[src/rtl/core/mpq_pkg.sv]
`default_nettype none

package mpq_pkg;

	localparam int QUEUE_DEPTH_DEF = 64;
	localparam int LIMIT_W         = 6;
	localparam int QCNT_W          = 6;
	localparam logic [LIMIT_W-1:0] KEEP_LIMIT_RST = 6'd60;

	localparam logic OP_BYTE = 1'b0;
	localparam logic OP_READ = 1'b1;

	localparam int HDR_LEFT   = 0;
	localparam int HDR_RIGHT  = 1;
	localparam int HDR_MIDDLE = 2;
	localparam int HDR_SYNC   = 3;
	localparam int HDR_XSIGN  = 4;
	localparam int HDR_YSIGN  = 5;
	localparam int HDR_XOVF   = 6;
	localparam int HDR_YOVF   = 7;

	typedef enum logic [1:0] {
		FR_HEADER = 2'd0,
		FR_FIRST  = 2'd1,
		FR_LAST   = 2'd2
	} frame_state_t;

	typedef enum logic {
		CMD_PUSH = 1'b0,
		CMD_READ = 1'b1
	} cmd_kind_t;

	typedef struct packed {
		logic [2:0] buttons;
		logic [8:0] dy;
		logic [8:0] dx;
	} pkt_t;

	typedef struct packed {
		cmd_kind_t kind;
		pkt_t      pkt;
	} cmd_t;

endpackage

`default_nettype wire

[src/rtl/core/mpq_in_if.sv]
`default_nettype none

interface mpq_in_if;
	logic       valid;
	logic       ready;
	logic       operation;
	logic [7:0] rx_byte;

	modport source (output valid, output operation, output rx_byte, input ready);
	modport sink   (input valid, input operation, input rx_byte, output ready);
endinterface

`default_nettype wire

[src/rtl/core/mpq_out_if.sv]
`default_nettype none

interface mpq_out_if;
	logic              valid;
	logic              ready;
	logic              packet_valid;
	logic signed [8:0] delta_x;
	logic signed [8:0] delta_y;
	logic [2:0]        buttons;
	logic [5:0]        queue_count;

	modport source (output valid, output packet_valid, output delta_x, output delta_y,
		output buttons, output queue_count, input ready);
	modport sink   (input valid, input packet_valid, input delta_x, input delta_y,
		input buttons, input queue_count, output ready);
endinterface

`default_nettype wire

[src/rtl/core/mpq_ram.sv]
`default_nettype none

module mpq_ram #(
	parameter int WIDTH = 21,
	parameter int DEPTH = 64
) (
	input  wire logic                     clk,
	input  wire logic                     we,
	input  wire logic [$clog2(DEPTH)-1:0] waddr,
	input  wire logic [WIDTH-1:0]         wdata,
	input  wire logic                     re,
	input  wire logic [$clog2(DEPTH)-1:0] raddr,
	output logic      [WIDTH-1:0]         rdata
);

	logic [WIDTH-1:0] mem [DEPTH];

	always_ff @(posedge clk) begin
		if (we) begin
			mem[waddr] <= wdata;
		end
		if (re) begin
			rdata <= mem[raddr];
		end
	end

endmodule

`default_nettype wire

[src/rtl/core/mpq_front.sv]
`default_nettype none

module mpq_front (
	input  wire logic      clk,
	input  wire logic      arst_n,
	mpq_in_if.sink         req,
	output logic           cmd_valid,
	input  wire logic      cmd_ready,
	output mpq_pkg::cmd_t  cmd
);

	mpq_pkg::frame_state_t phase_q, phase_d;
	logic [7:0] header_q;
	logic [7:0] first_q;
	logic       fire;
	logic       ovf;
	logic [8:0] dx_raw;
	logic [8:0] dy_raw;

	assign req.ready = cmd_ready;
	assign fire      = req.valid && req.ready;

	always_comb begin
		phase_d = phase_q;
		if (fire && req.operation == mpq_pkg::OP_BYTE) begin
			case (phase_q)
				mpq_pkg::FR_FIRST: phase_d = mpq_pkg::FR_LAST;
				mpq_pkg::FR_LAST:  phase_d = mpq_pkg::FR_HEADER;
				default: begin
					phase_d = req.rx_byte[mpq_pkg::HDR_SYNC] ? mpq_pkg::FR_FIRST
						: mpq_pkg::FR_HEADER;
				end
			endcase
		end
	end

	always_ff @(posedge clk or negedge arst_n) begin
		if (!arst_n) begin
			phase_q <= mpq_pkg::FR_HEADER;
		end else begin
			phase_q <= phase_d;
		end
	end

	always_ff @(posedge clk) begin
		if (fire && req.operation == mpq_pkg::OP_BYTE) begin
			if (phase_q == mpq_pkg::FR_FIRST) begin
				first_q <= req.rx_byte;
			end else if (phase_q != mpq_pkg::FR_LAST && req.rx_byte[mpq_pkg::HDR_SYNC]) begin
				header_q <= req.rx_byte;
			end
		end
	end

	// zero magnitude with sign set stays zero
	assign dx_raw = {header_q[mpq_pkg::HDR_XSIGN] && (first_q != 8'd0), first_q};
	assign dy_raw = {header_q[mpq_pkg::HDR_YSIGN] && (req.rx_byte != 8'd0), req.rx_byte};
	assign ovf    = header_q[mpq_pkg::HDR_XOVF] || header_q[mpq_pkg::HDR_YOVF];

	always_comb begin
		cmd_valid = req.valid
			&& (req.operation == mpq_pkg::OP_READ || phase_q == mpq_pkg::FR_LAST);
		cmd.kind  = (req.operation == mpq_pkg::OP_READ) ? mpq_pkg::CMD_READ
			: mpq_pkg::CMD_PUSH;
		cmd.pkt.dx = ovf ? 9'd0 : dx_raw;
		cmd.pkt.dy = ovf ? 9'd0 : 9'(9'd0 - dy_raw);
		cmd.pkt.buttons = {header_q[mpq_pkg::HDR_MIDDLE], header_q[mpq_pkg::HDR_RIGHT],
			header_q[mpq_pkg::HDR_LEFT]};
	end

endmodule

`default_nettype wire

[src/rtl/core/mpq_cmd_fifo.sv]
`default_nettype none

module mpq_cmd_fifo (
	input  wire logic           clk,
	input  wire logic           arst_n,
	input  wire logic           push_valid,
	output logic                push_ready,
	input  wire mpq_pkg::cmd_t  push_cmd,
	output logic                pop_valid,
	input  wire logic           pop_ready,
	output mpq_pkg::cmd_t       pop_cmd
);

	mpq_pkg::cmd_t ent_q [2];
	logic       wr_ptr_q;
	logic       rd_ptr_q;
	logic [1:0] fill_q;
	logic       do_push;
	logic       do_pop;

	assign push_ready = (fill_q != 2'd2);
	assign pop_valid  = (fill_q != 2'd0);
	assign pop_cmd    = ent_q[rd_ptr_q];
	assign do_push    = push_valid && push_ready;
	assign do_pop     = pop_valid && pop_ready;

	always_ff @(posedge clk or negedge arst_n) begin
		if (!arst_n) begin
			wr_ptr_q <= 1'b0;
			rd_ptr_q <= 1'b0;
			fill_q   <= 2'd0;
		end else begin
			if (do_push) begin
				wr_ptr_q <= ~wr_ptr_q;
			end
			if (do_pop) begin
				rd_ptr_q <= ~rd_ptr_q;
			end
			if (do_push && !do_pop) begin
				fill_q <= fill_q + 2'd1;
			end else if (do_pop && !do_push) begin
				fill_q <= fill_q - 2'd1;
			end
		end
	end

	always_ff @(posedge clk) begin
		if (do_push) begin
			ent_q[wr_ptr_q] <= push_cmd;
		end
	end

endmodule

`default_nettype wire

[src/rtl/core/mpq_back.sv]
`default_nettype none

module mpq_back #(
	parameter int QUEUE_DEPTH = mpq_pkg::QUEUE_DEPTH_DEF
) (
	input  wire logic                        clk,
	input  wire logic                        arst_n,
	input  wire logic                        cfg_we,
	input  wire logic [mpq_pkg::LIMIT_W-1:0] cfg_wdata,
	input  wire logic                        cmd_valid,
	output logic                             cmd_ready,
	input  wire mpq_pkg::cmd_t               cmd,
	mpq_out_if.source                        rsp
);

	localparam int PW = $clog2(QUEUE_DEPTH);
	localparam int CW = $clog2(QUEUE_DEPTH + 1);
	localparam int SW = CW + 1;
	localparam int MW = (CW > mpq_pkg::LIMIT_W) ? CW : mpq_pkg::LIMIT_W;

	logic [mpq_pkg::LIMIT_W-1:0] limit_q;
	logic [PW-1:0] rp_q;
	logic [PW-1:0] wp_q;
	logic [CW-1:0] count_q;

	logic          cmd_fire;
	logic          is_push;
	logic          is_read;
	logic          nonempty;
	logic          rd_fire;
	logic [MW-1:0] keep_m;
	logic [CW-1:0] drop;
	logic [SW-1:0] rp_sum;
	logic [PW-1:0] rp_push;
	logic [PW-1:0] rp_inc;
	logic [PW-1:0] wp_inc;
	logic [CW-1:0] count_push;

	logic                       valid_s1;
	logic                       pkt_valid_s1;
	logic [mpq_pkg::QCNT_W-1:0] qcount_s1;
	mpq_pkg::pkt_t              rd_pkt;

	assign is_read   = (cmd.kind == mpq_pkg::CMD_READ);
	assign is_push   = (cmd.kind == mpq_pkg::CMD_PUSH);
	assign nonempty  = (count_q != '0);
	assign cmd_ready = is_push || !valid_s1 || rsp.ready;
	assign cmd_fire  = cmd_valid && cmd_ready;
	assign rd_fire   = cmd_fire && is_read;

	// trim to the keep limit and to one below full, then push
	always_comb begin
		keep_m = MW'(count_q);
		if (keep_m > MW'(limit_q)) begin
			keep_m = MW'(limit_q);
		end
		if (keep_m > MW'(QUEUE_DEPTH - 1)) begin
			keep_m = MW'(QUEUE_DEPTH - 1);
		end
		drop   = CW'(MW'(count_q) - keep_m);
		rp_sum = SW'(rp_q) + SW'(drop);
		if (rp_sum >= SW'(QUEUE_DEPTH)) begin
			rp_sum = rp_sum - SW'(QUEUE_DEPTH);
		end
		rp_push    = PW'(rp_sum);
		count_push = CW'(keep_m) + CW'(1);
	end

	assign rp_inc = (rp_q == PW'(QUEUE_DEPTH - 1)) ? '0 : rp_q + PW'(1);
	assign wp_inc = (wp_q == PW'(QUEUE_DEPTH - 1)) ? '0 : wp_q + PW'(1);

	always_ff @(posedge clk or negedge arst_n) begin
		if (!arst_n) begin
			limit_q  <= mpq_pkg::KEEP_LIMIT_RST;
			rp_q     <= '0;
			wp_q     <= '0;
			count_q  <= '0;
			valid_s1 <= 1'b0;
		end else begin
			if (cfg_we) begin
				limit_q <= cfg_wdata;
			end
			if (cmd_fire && is_push) begin
				rp_q    <= rp_push;
				wp_q    <= wp_inc;
				count_q <= count_push;
			end else if (rd_fire && nonempty) begin
				rp_q    <= rp_inc;
				count_q <= count_q - CW'(1);
			end
			if (rd_fire) begin
				valid_s1 <= 1'b1;
			end else if (rsp.ready) begin
				valid_s1 <= 1'b0;
			end
		end
	end

	always_ff @(posedge clk) begin
		if (rd_fire) begin
			pkt_valid_s1 <= nonempty;
			qcount_s1    <= nonempty ? mpq_pkg::QCNT_W'(count_q - CW'(1)) : '0;
		end
	end

	mpq_ram #(
		.WIDTH ($bits(mpq_pkg::pkt_t)),
		.DEPTH (QUEUE_DEPTH)
	) u_store (
		.clk   (clk),
		.we    (cmd_fire && is_push),
		.waddr (wp_q),
		.wdata (cmd.pkt),
		.re    (rd_fire && nonempty),
		.raddr (rp_q),
		.rdata (rd_pkt)
	);

	assign rsp.valid        = valid_s1;
	assign rsp.packet_valid = pkt_valid_s1;
	assign rsp.delta_x      = pkt_valid_s1 ? signed'(rd_pkt.dx) : '0;
	assign rsp.delta_y      = pkt_valid_s1 ? signed'(rd_pkt.dy) : '0;
	assign rsp.buttons      = pkt_valid_s1 ? rd_pkt.buttons : '0;
	assign rsp.queue_count  = qcount_s1;

`ifndef SYNTHESIS
	a_count_bound: assert property (@(posedge clk) disable iff (!arst_n)
		count_q <= CW'(QUEUE_DEPTH))
		else $error("packet count above depth");

	a_ptr_track: assert property (@(posedge clk) disable iff (!arst_n)
		(SW'(rp_q) + SW'(count_q) == SW'(wp_q))
		|| (SW'(rp_q) + SW'(count_q) == SW'(wp_q) + SW'(QUEUE_DEPTH)))
		else $error("pointers and count disagree");

	a_pop_count: assert property (@(posedge clk) disable iff (!arst_n)
		rd_fire && nonempty |=> count_q == $past(count_q) - CW'(1))
		else $error("pop did not decrement count");

	a_empty_rsp: assert property (@(posedge clk) disable iff (!arst_n)
		valid_s1 && !pkt_valid_s1 |-> qcount_s1 == '0)
		else $error("empty read reports nonzero count");
`endif

endmodule

`default_nettype wire

[src/rtl/core/ps2_mouse_packet_queue.sv]
`default_nettype none

// PS/2 mouse packet queue. The req channel takes one beat per cycle while ready:
// a received mouse byte (operation 0) or a read request (operation 1). Bytes are
// framed into three-byte packets, headers without bit 3 are dropped, and each
// finished packet is pushed into a QUEUE_DEPTH-entry RAM ring, trimming the oldest
// entries to keep_limit first. Each read returns one rsp beat via the two-entry
// command queue and the registered RAM read; sustained rate is one beat per cycle
// while rsp is ready, set by the single RAM access per command. A stalled rsp backs
// up through the command queue into req.ready. The user must write keep_limit
// through cfg_we/cfg_wdata only while idle; the block itself does not enforce this. No clearing pass after reset.
module ps2_mouse_packet_queue #(
	parameter int QUEUE_DEPTH = mpq_pkg::QUEUE_DEPTH_DEF
) (
	input  wire logic                        clk,
	input  wire logic                        arst_n,
	mpq_in_if.sink                           req,
	mpq_out_if.source                        rsp,
	input  wire logic                        cfg_we,
	input  wire logic [mpq_pkg::LIMIT_W-1:0] cfg_wdata
);

	logic          f_valid;
	logic          f_ready;
	mpq_pkg::cmd_t f_cmd;
	logic          b_valid;
	logic          b_ready;
	mpq_pkg::cmd_t b_cmd;

	mpq_front u_front (
		.clk       (clk),
		.arst_n    (arst_n),
		.req       (req),
		.cmd_valid (f_valid),
		.cmd_ready (f_ready),
		.cmd       (f_cmd)
	);

	mpq_cmd_fifo u_fifo (
		.clk        (clk),
		.arst_n     (arst_n),
		.push_valid (f_valid),
		.push_ready (f_ready),
		.push_cmd   (f_cmd),
		.pop_valid  (b_valid),
		.pop_ready  (b_ready),
		.pop_cmd    (b_cmd)
	);

	mpq_back #(
		.QUEUE_DEPTH (QUEUE_DEPTH)
	) u_back (
		.clk       (clk),
		.arst_n    (arst_n),
		.cfg_we    (cfg_we),
		.cfg_wdata (cfg_wdata),
		.cmd_valid (b_valid),
		.cmd_ready (b_ready),
		.cmd       (b_cmd),
		.rsp       (rsp)
	);

endmodule

`default_nettype wire
[src/flat_wrapper.sv]
// flat-port wrapper written by rule: the top's interface ports become plain ports
module ps2_mouse_packet_queue_flat 
#(
	parameter int QUEUE_DEPTH = mpq_pkg::QUEUE_DEPTH_DEF
)
  (clk, arst_n, cfg_we, cfg_wdata, req_valid, req_operation, req_rx_byte, req_ready, rsp_valid, rsp_packet_valid, rsp_delta_x, rsp_delta_y, rsp_buttons, rsp_queue_count, rsp_ready);
  mpq_in_if req_i ();
  mpq_out_if rsp_i ();
  input  wire logic clk;
  input  wire logic arst_n;
  input  wire logic cfg_we;
  input  wire logic [mpq_pkg::LIMIT_W-1:0] cfg_wdata;
  input wire logic [$bits(req_i.valid)-1:0] req_valid;
  input wire logic [$bits(req_i.operation)-1:0] req_operation;
  input wire logic [$bits(req_i.rx_byte)-1:0] req_rx_byte;
  output wire logic [$bits(req_i.ready)-1:0] req_ready;
  output wire logic [$bits(rsp_i.valid)-1:0] rsp_valid;
  output wire logic [$bits(rsp_i.packet_valid)-1:0] rsp_packet_valid;
  output wire logic [$bits(rsp_i.delta_x)-1:0] rsp_delta_x;
  output wire logic [$bits(rsp_i.delta_y)-1:0] rsp_delta_y;
  output wire logic [$bits(rsp_i.buttons)-1:0] rsp_buttons;
  output wire logic [$bits(rsp_i.queue_count)-1:0] rsp_queue_count;
  input wire logic [$bits(rsp_i.ready)-1:0] rsp_ready;
  assign req_i.valid = req_valid;
  assign req_i.operation = req_operation;
  assign req_i.rx_byte = req_rx_byte;
  assign req_ready = req_i.ready;
  assign rsp_valid = rsp_i.valid;
  assign rsp_packet_valid = rsp_i.packet_valid;
  assign rsp_delta_x = rsp_i.delta_x;
  assign rsp_delta_y = rsp_i.delta_y;
  assign rsp_buttons = rsp_i.buttons;
  assign rsp_queue_count = rsp_i.queue_count;
  assign rsp_i.ready = rsp_ready;
  ps2_mouse_packet_queue #(.QUEUE_DEPTH(QUEUE_DEPTH)) u_core (.clk(clk), .arst_n(arst_n), .req(req_i), .rsp(rsp_i), .cfg_we(cfg_we), .cfg_wdata(cfg_wdata));
endmodule
[config.mk]
export PLATFORM = sky130hd
export DESIGN_NAME = ps2_mouse_packet_queue_flat
export DESIGN_NICKNAME = d
export VERILOG_FILES = /design/src/rtl/core/mpq_pkg.sv /design/src/rtl/core/mpq_in_if.sv /design/src/rtl/core/mpq_out_if.sv /design/src/rtl/core/mpq_ram.sv /design/src/rtl/core/mpq_front.sv /design/src/rtl/core/mpq_cmd_fifo.sv /design/src/rtl/core/mpq_back.sv /design/src/rtl/core/ps2_mouse_packet_queue.sv /design/src/flat_wrapper.sv
export SDC_FILE = /design/constraint.sdc
export NUM_CORES = 2
export LEC_CHECK = 0
export ABC_AREA = 1
export BUFFER_PORTS_ARGS = -buffer_cell sky130_fd_sc_hd__buf_2
export CAP_MARGIN = 15
export CORE_MARGIN = 2
export CORE_UTILIZATION = 25
export CTS_CLUSTER_DIAMETER = 40
export DETAILED_ROUTE_END_ITERATION = 7
export GPL_TIMING_DRIVEN = 0
export PLACE_DENSITY_LB_ADDON = 0.05
export SYNTH_ARGS = -nofsm -noshare
export SYNTH_HDL_FRONTEND = slang
export SYNTH_HIERARCHICAL = 1
export SYNTH_SLANG_ARGS = --single-unit
[constraint.sdc]
create_clock -name clk -period 4.78 [get_ports clk]
set_input_delay 0.717 -clock clk [delete_from_list [all_inputs] [get_ports clk]]
set_output_delay 0.717 -clock clk [all_outputs]
set_load 0.01 [all_outputs]
* Word-level counts from Yosys, hierarchy flattened
Memories as Yosys holds them, arrays and structs flattened. A register that Yosys moved wholly into a read port is not among the register bits.
Index checks and enable logic that the tools add are counted.
** Word-level totals
- Logic and storage cells :: 93
- RAM bits :: 1388
- Input bits :: 20
- Memories :: 2
- Output and inout port bits :: 30
- Register bits after elaboration :: 55
** Operators by class
- Reductions and logical operators :: 29
- Muxes and demuxes :: 25
- Add/sub/neg operators :: 10
- Magnitude comparators :: 3
- Equal/unequal tests :: 6
- Bitwise logic cells :: 5
** Memories
- u_core.u_back.u_store.mem :: words 64, width 21, rd ports 1, clocked after Yosys merged registers in 1, wr ports 1, RTL line mpq_ram.sv:16 : logic [WIDTH-1:0] mem [DEPTH];
- u_core.u_fifo.ent_q :: words 2, width 22, rd ports 1, clocked after Yosys merged registers in 0, wr ports 1, RTL line mpq_cmd_fifo.sv:14 : mpq_pkg::cmd_t ent_q [2];
** Operators by type and width (count)
- 9-bit two-way mux :: 4
- 6-bit two-way mux :: 5
- 7-bit two-way mux :: 4
- 8-bit nonzero test :: 2
- 1-bit logical AND :: 13
- 6-bit by 1-bit adder with 6-bit output (second input constant) :: 2
- 6-bit equality test (second input constant) :: 2
- 1-bit by 9-bit subtractor with 9-bit output (first input constant) :: 1
- 6-bit by 7-bit adder with 8-bit output :: 1
- 8-bit by 7-bit >= comparator with 1-bit output (second input constant) :: 1
- 1-bit two-way mux :: 8
- 2-bit nonzero test :: 4
- 7-bit by 1-bit adder with 7-bit output (second input constant) :: 1
- 7-bit by 6-bit greater-than comparator with 1-bit output :: 1
- 7-bit by 6-bit greater-than comparator with 1-bit output (second input constant) :: 1
- 7-bit nonzero test :: 1
- 7-bit by 1-bit subtractor with 7-bit output (second input constant) :: 1
- 7-bit subtractor :: 1
- 6-bit by 1-bit subtractor with 6-bit output (second input constant) :: 1
- 1-bit inverter :: 5
- 1-bit logical OR :: 4
- 2-bit two-way mux :: 2
- 2-bit != test (second input constant) :: 2
- 2-bit one-hot mux with 2 select lines :: 1
- other kinds (8) :: 10

* Logic depth before layout (Yosys ltp)
- Word-level depth :: 9
- Gate-level depth with buffers :: 30
- Depth with buffers taken out :: 29

* Modules after synthesis
The synthesis kept the hierarchy.
** By module, submodules not included
- mpq_ram :: times used 1, seq. area each 40989.3 sq um, cells each 4587, area an instance 54972.7 sq um
- mpq_back :: times used 1, seq. area each 865.8 sq um, cells each 361, area an instance 2667.6 sq um
- mpq_cmd_fifo :: times used 1, seq. area each 1421.4 sq um, cells each 143, area an instance 1824.2 sq um
- mpq_front :: times used 1, seq. area each 500.5 sq um, cells each 106, area an instance 940.9 sq um

* Worst setup path after synthesis
OpenSTA, ideal clock, no wires.
- Kind :: flip-flop to flip-flop
- Start point :: register u_core.u_fifo.rd_ptr_q
- End point :: memory u_core.u_back.u_store.mem[48][0], enable pin
- Required time :: 4327 ps
- Cell stages (with the launch flop) :: 10
- Clock period less this slack :: 4324 ps
- Buffers on the path :: 3
- Library setup time :: 453 ps
- Arrival time :: 3871 ps
- Slack :: 456 ps
- Cell sequence :: dfrtp_1 -> inv_2 -> buf_6 -> nand2_1 -> nand2_1 -> nor2_2 -> buf_4 -> clkbuf_1 -> nand4_1 -> nor4_1
** RTL lines
- start: declaration :: RTL line mpq_cmd_fifo.sv:16 : logic rd_ptr_q;
- start signal: assignment :: RTL line mpq_cmd_fifo.sv:37 : rd_ptr_q <= ~rd_ptr_q;
- end: declaration :: RTL line mpq_ram.sv:16

==> out/results.txt <==
Status = finished, final reports clean
Share of flip-flops with an asynchronous set or reset = 2.19%
Worst setup SP type = flop
Layout Nets = 5786
Initial antenna violation count = 22
Die height = 496 um
Yosys warns = 6
Worst Skew = 0.0837 ns
Clock latency on the worst-skew pair = 0.94 ns
Mapped Nets = 5243
Drt pass-1 iters = 5
Max stage delay on crit path = 0.57 ns
Antenna Nets Post-Route = 0
Finished Cell Area = 78500 um^2
Slowest cell on crit path = nor4_2
Drc violations = 0
Util after Layout = 32.7%
Starting DRT DRC Count = 4164
CTS Buf Count = 332
Cell area power density = 789 nW/um^2
Most used cell along the critical path = buf_4
Leading area contributor after synthesis = edfxtp_1
Row cnt = 180
Clock Tree Buf Depth = 4
Area growth syn-to-layout = 30.0%
Worst setup EP type = flop
Clk sink count = 1463
Cell variety after synth = 47
Worst min-delay path category = in -> reg
LEAKAGE = 29.1 nW
Fillers = 24100
Critical path type = reg -> reg
Slew Limit Headroom = 6.40%
Leading cell type by number of instances after synthesis = nand2_1
Buffers on Ports = 49
Final hold viol count = 0
CTS root buffer = clkbuf_16
Die Area = 246000 um^2
Largest net degree at the start of global routing = 65
Gate Count Post-Synth = 5197
Total Wirelength = 258 mm
Top Ports = 50
Slew @ Worst Pin = 1.40 ns
Fmax = 239 MHz
Dpl hpwl = 176 mm
Synth top area share = 71.1%
Crit-path max FO = 10
Synth Register Bits = 1463
Multi-input logic area = 15300 um^2
Period utilization = 87.7%
Logic pwr share = 36.2%
Core Box Area = 240000 um^2
Chip Width = 496 um
Post-synth EDFFs = 1431
Maximum VDD drop = 0.405 mV
Sequential Power Share = 27.4%
Switching power total = 25.0 mW
Worst-path clk slew = 0.05 ns
Hold WS = 0.0826 ns
Register Area = 43800 um^2
Final setup viols = 0
Vias in the first global route = 41400
Most used DFF post-synth = edfxtp_1
CTS tree = yes
CTS H-tree lvls = 5
Placed cell area = 67000 um^2
Seq/Total Area, Yosys = 72.5%
Post-Syn Area = 60400 um^2
Vias per cell = 4.65
Wirelength per Cell = 28.1 um
RSZ-0062 raised after global routing = no
Vias = 42700
Synth top cells by count = 1878 x nand2_1, 1431 x edfxtp_1, 1170 x nand3_1, 159 x buf_2, 104 x nor2_1
Int Power = 36.9 mW
Fin. max-slew vios = 0
Fin cells = 9184
Required @ worst endpoint = 5.41 ns
Syn_area_per_cell = 11.6 um^2
Gr ovfl total = 0
Synth top area cells = edfxtp_1 71%, nand2_1 12%, nand3_1 9.7%
Initial Utilization = 25.1%
Sw Share = 40.4%
Post-route minimum period = 4.19 ns
Power share of the clock group = 36.4%
Arr. time, crit path = 4.82 ns
GPL Wtd Cong = 0.954
Dpl cells = 8535
Worst-path cell chain = inv_2 -> buf_6 -> nand2_1 -> nand2_1 -> nor2_4 -> buf_4 -> clkbuf_1 -> nand4_1 -> nor4_2 -> buf_4 -> buf_4 -> buf_4 -> buf_6
Fraction of layout cells with a size suffix above 1 = 17.5%
First-pass GRT wire length = 349 mm
Total GRT Usage = 20.7%
Max Cap Violations = 0
metrics by stage:
stage               setup TNS, ns  total power [mW]  worst slack [ns]
finish                          0              62.0             0.590
global route                    0              64.7             0.233
CTS                             0              62.4           0.00465
detailed placement          -4.29              39.5           -0.0810
global placement         -2061.71              39.1             -5.65
floorplan                       0              27.9             0.456
sequential cells by signal, indices dropped and copies added (netlist names):
register / count
u_core/u_front/first_q: 8
u_core/u_back/rsp.queue_count: 6
u_core/u_back/u_store/rdata: 21
u_core/u_fifo/wr_ptr_q: 1
u_core/u_back/wp_q: 6
u_core/u_back/limit_q: 6
u_core/u_front/phase_q: 2
u_core/u_back/rsp.valid: 1
u_core/u_fifo/fill_q: 2
u_core/u_back/count_q: 7
u_core/u_front/header_q: 7
u_core/u_fifo/rd_ptr_q: 1
u_core/u_back/rsp.packet_valid: 1
u_core/u_fifo/ent_q: 44
u_core/u_back/u_store/mem: 1344
u_core/u_back/rp_q: 6
power by group through the flow:
stage / Sequential [mW] / Clock (mW) / Combinational (mW)
6_report: 17.0 / 22.6 / 22.4
4_1_cts: 17.0 / 23.0 / 22.4
2_1_floorplan: 17.2 / 0 / 10.7
5_1_grt: 17.0 / 23.6 / 24.0
3_5_place_dp: 17.2 / 0 / 22.3
3_3_place_gp: 17.7 / 0 / 21.4
worst max-delay path: cells and delay by family (launching register included):
kind          cells  cell delay, ns
flops             1            0.45
simple gates      5            1.71
buf+inv           8            1.71
cells in the final DEF (no fill, tap or decap), types with 5 or more instances in the layout:
cell type / count
a21oi_1: 15
a31oi_1: 5
buf_1: 25
buf_12: 45
buf_16: 21
buf_2: 208
buf_4: 104
buf_6: 18
bufinv_16: 45
clkbuf_1: 105
clkbuf_16: 337
clkinv_1: 52
clkinv_2: 53
clkinv_4: 22
clkinvlp_4: 24
dfrtp_1: 28
diode_2: 5
dlygate4sd3_1: 16
edfxtp_1: 1431
ha_1: 24
inv_1: 103
inv_2: 6
inv_6: 18
nand2_1: 1857
nand2_2: 13
nand2_4: 23
nand3_1: 1170
nand4_1: 18
nor2_1: 46
nor2_2: 17
nor2_4: 62
nor4_2: 8
o21ai_0: 17
o21ai_1: 5
xnor2_1: 5
xor2_1: 9
final timing paths:
| kind | start | end | slack (ns) | cells past startpoint |
|---|---|---|---|---|
| max | u_core/u_fifo/rd_ptr_q | u_core/u_back/u_store/mem[48][1] | 0.59 | 13 |
| min | req_operation | u_core/u_fifo/ent_q[1][21] | 0.08 | 2 |
| max reg2reg | u_core/u_fifo/rd_ptr_q | u_core/u_back/u_store/mem[48][1] | 0.59 | 13 |
| min reg2reg | u_core/u_fifo/fill_q[1] | u_core/u_fifo/fill_q[1] | 0.49 | 2 |
| max in group asynchronous | arst_n | u_core/u_back/wp_q[2] | 3.64 | 2 |
| min in group asynchronous | arst_n | u_core/u_fifo/fill_q[1] | 0.50 | 2 |
metal layers:
| metal | share of wire, % | track usage, % | up-vias |
|---|---|---|---|
| li1 | - | - | 19500 |
| met1 | 47 | 29.8 | 21600 |
| met2 | 45 | 31.5 | 1327 |
| met3 | 5.1 | 3.09 | 368 |
| met4 | 3.3 | 7.04 | 0 |
| met5 | 0 | 0 | - |
area by class of cell:
| class | count | share of cell area [%] |
|---|---|---|
| inverters | 112 | 0.539 |
| clock inverters | 216 | 3.07 |
| flip-flops and latches | 1463 | 55.8 |
| repair buffers | 200 | 3.10 |
| clock buffers | 372 | 10.9 |
| well taps | 3185 | 5.08 |
| multi-input cells | 3319 | 19.4 |
| diodes | 5 | 0.0159 |
| plain buffers | 312 | 2.12 |
timing repair:
action                                  CTS  global route
hold buffers                             16             0
setup buffers                             8            22
cloned                                    3             6
endpoints found under the hold margin    49             0
pin swaps                                 7            10
endpoints found under the setup margin  125           285
gates resized for setup                   1             1
cell families (layout without fill, tap and decap cells):
| logic type | Yosys count | after routing | synth area share, % |
|---|---|---|---|
| and+or+nand+nor | 3216 | 3225 | 22.8 |
| DFF | 1463 | 1463 | 72.5 |
| buffers and inverters | 424 | 1212 | 3.45 |
| AOI/OAI and AO/OA | 54 | 54 | 0.547 |
| adders and majority gates | 26 | 26 | 0.563 |
| xor gates and xnor gates | 14 | 14 | 0.203 |
| other | 0 | 5 | 0 |
Note: power is estimated with default switching activity, not from simulation.
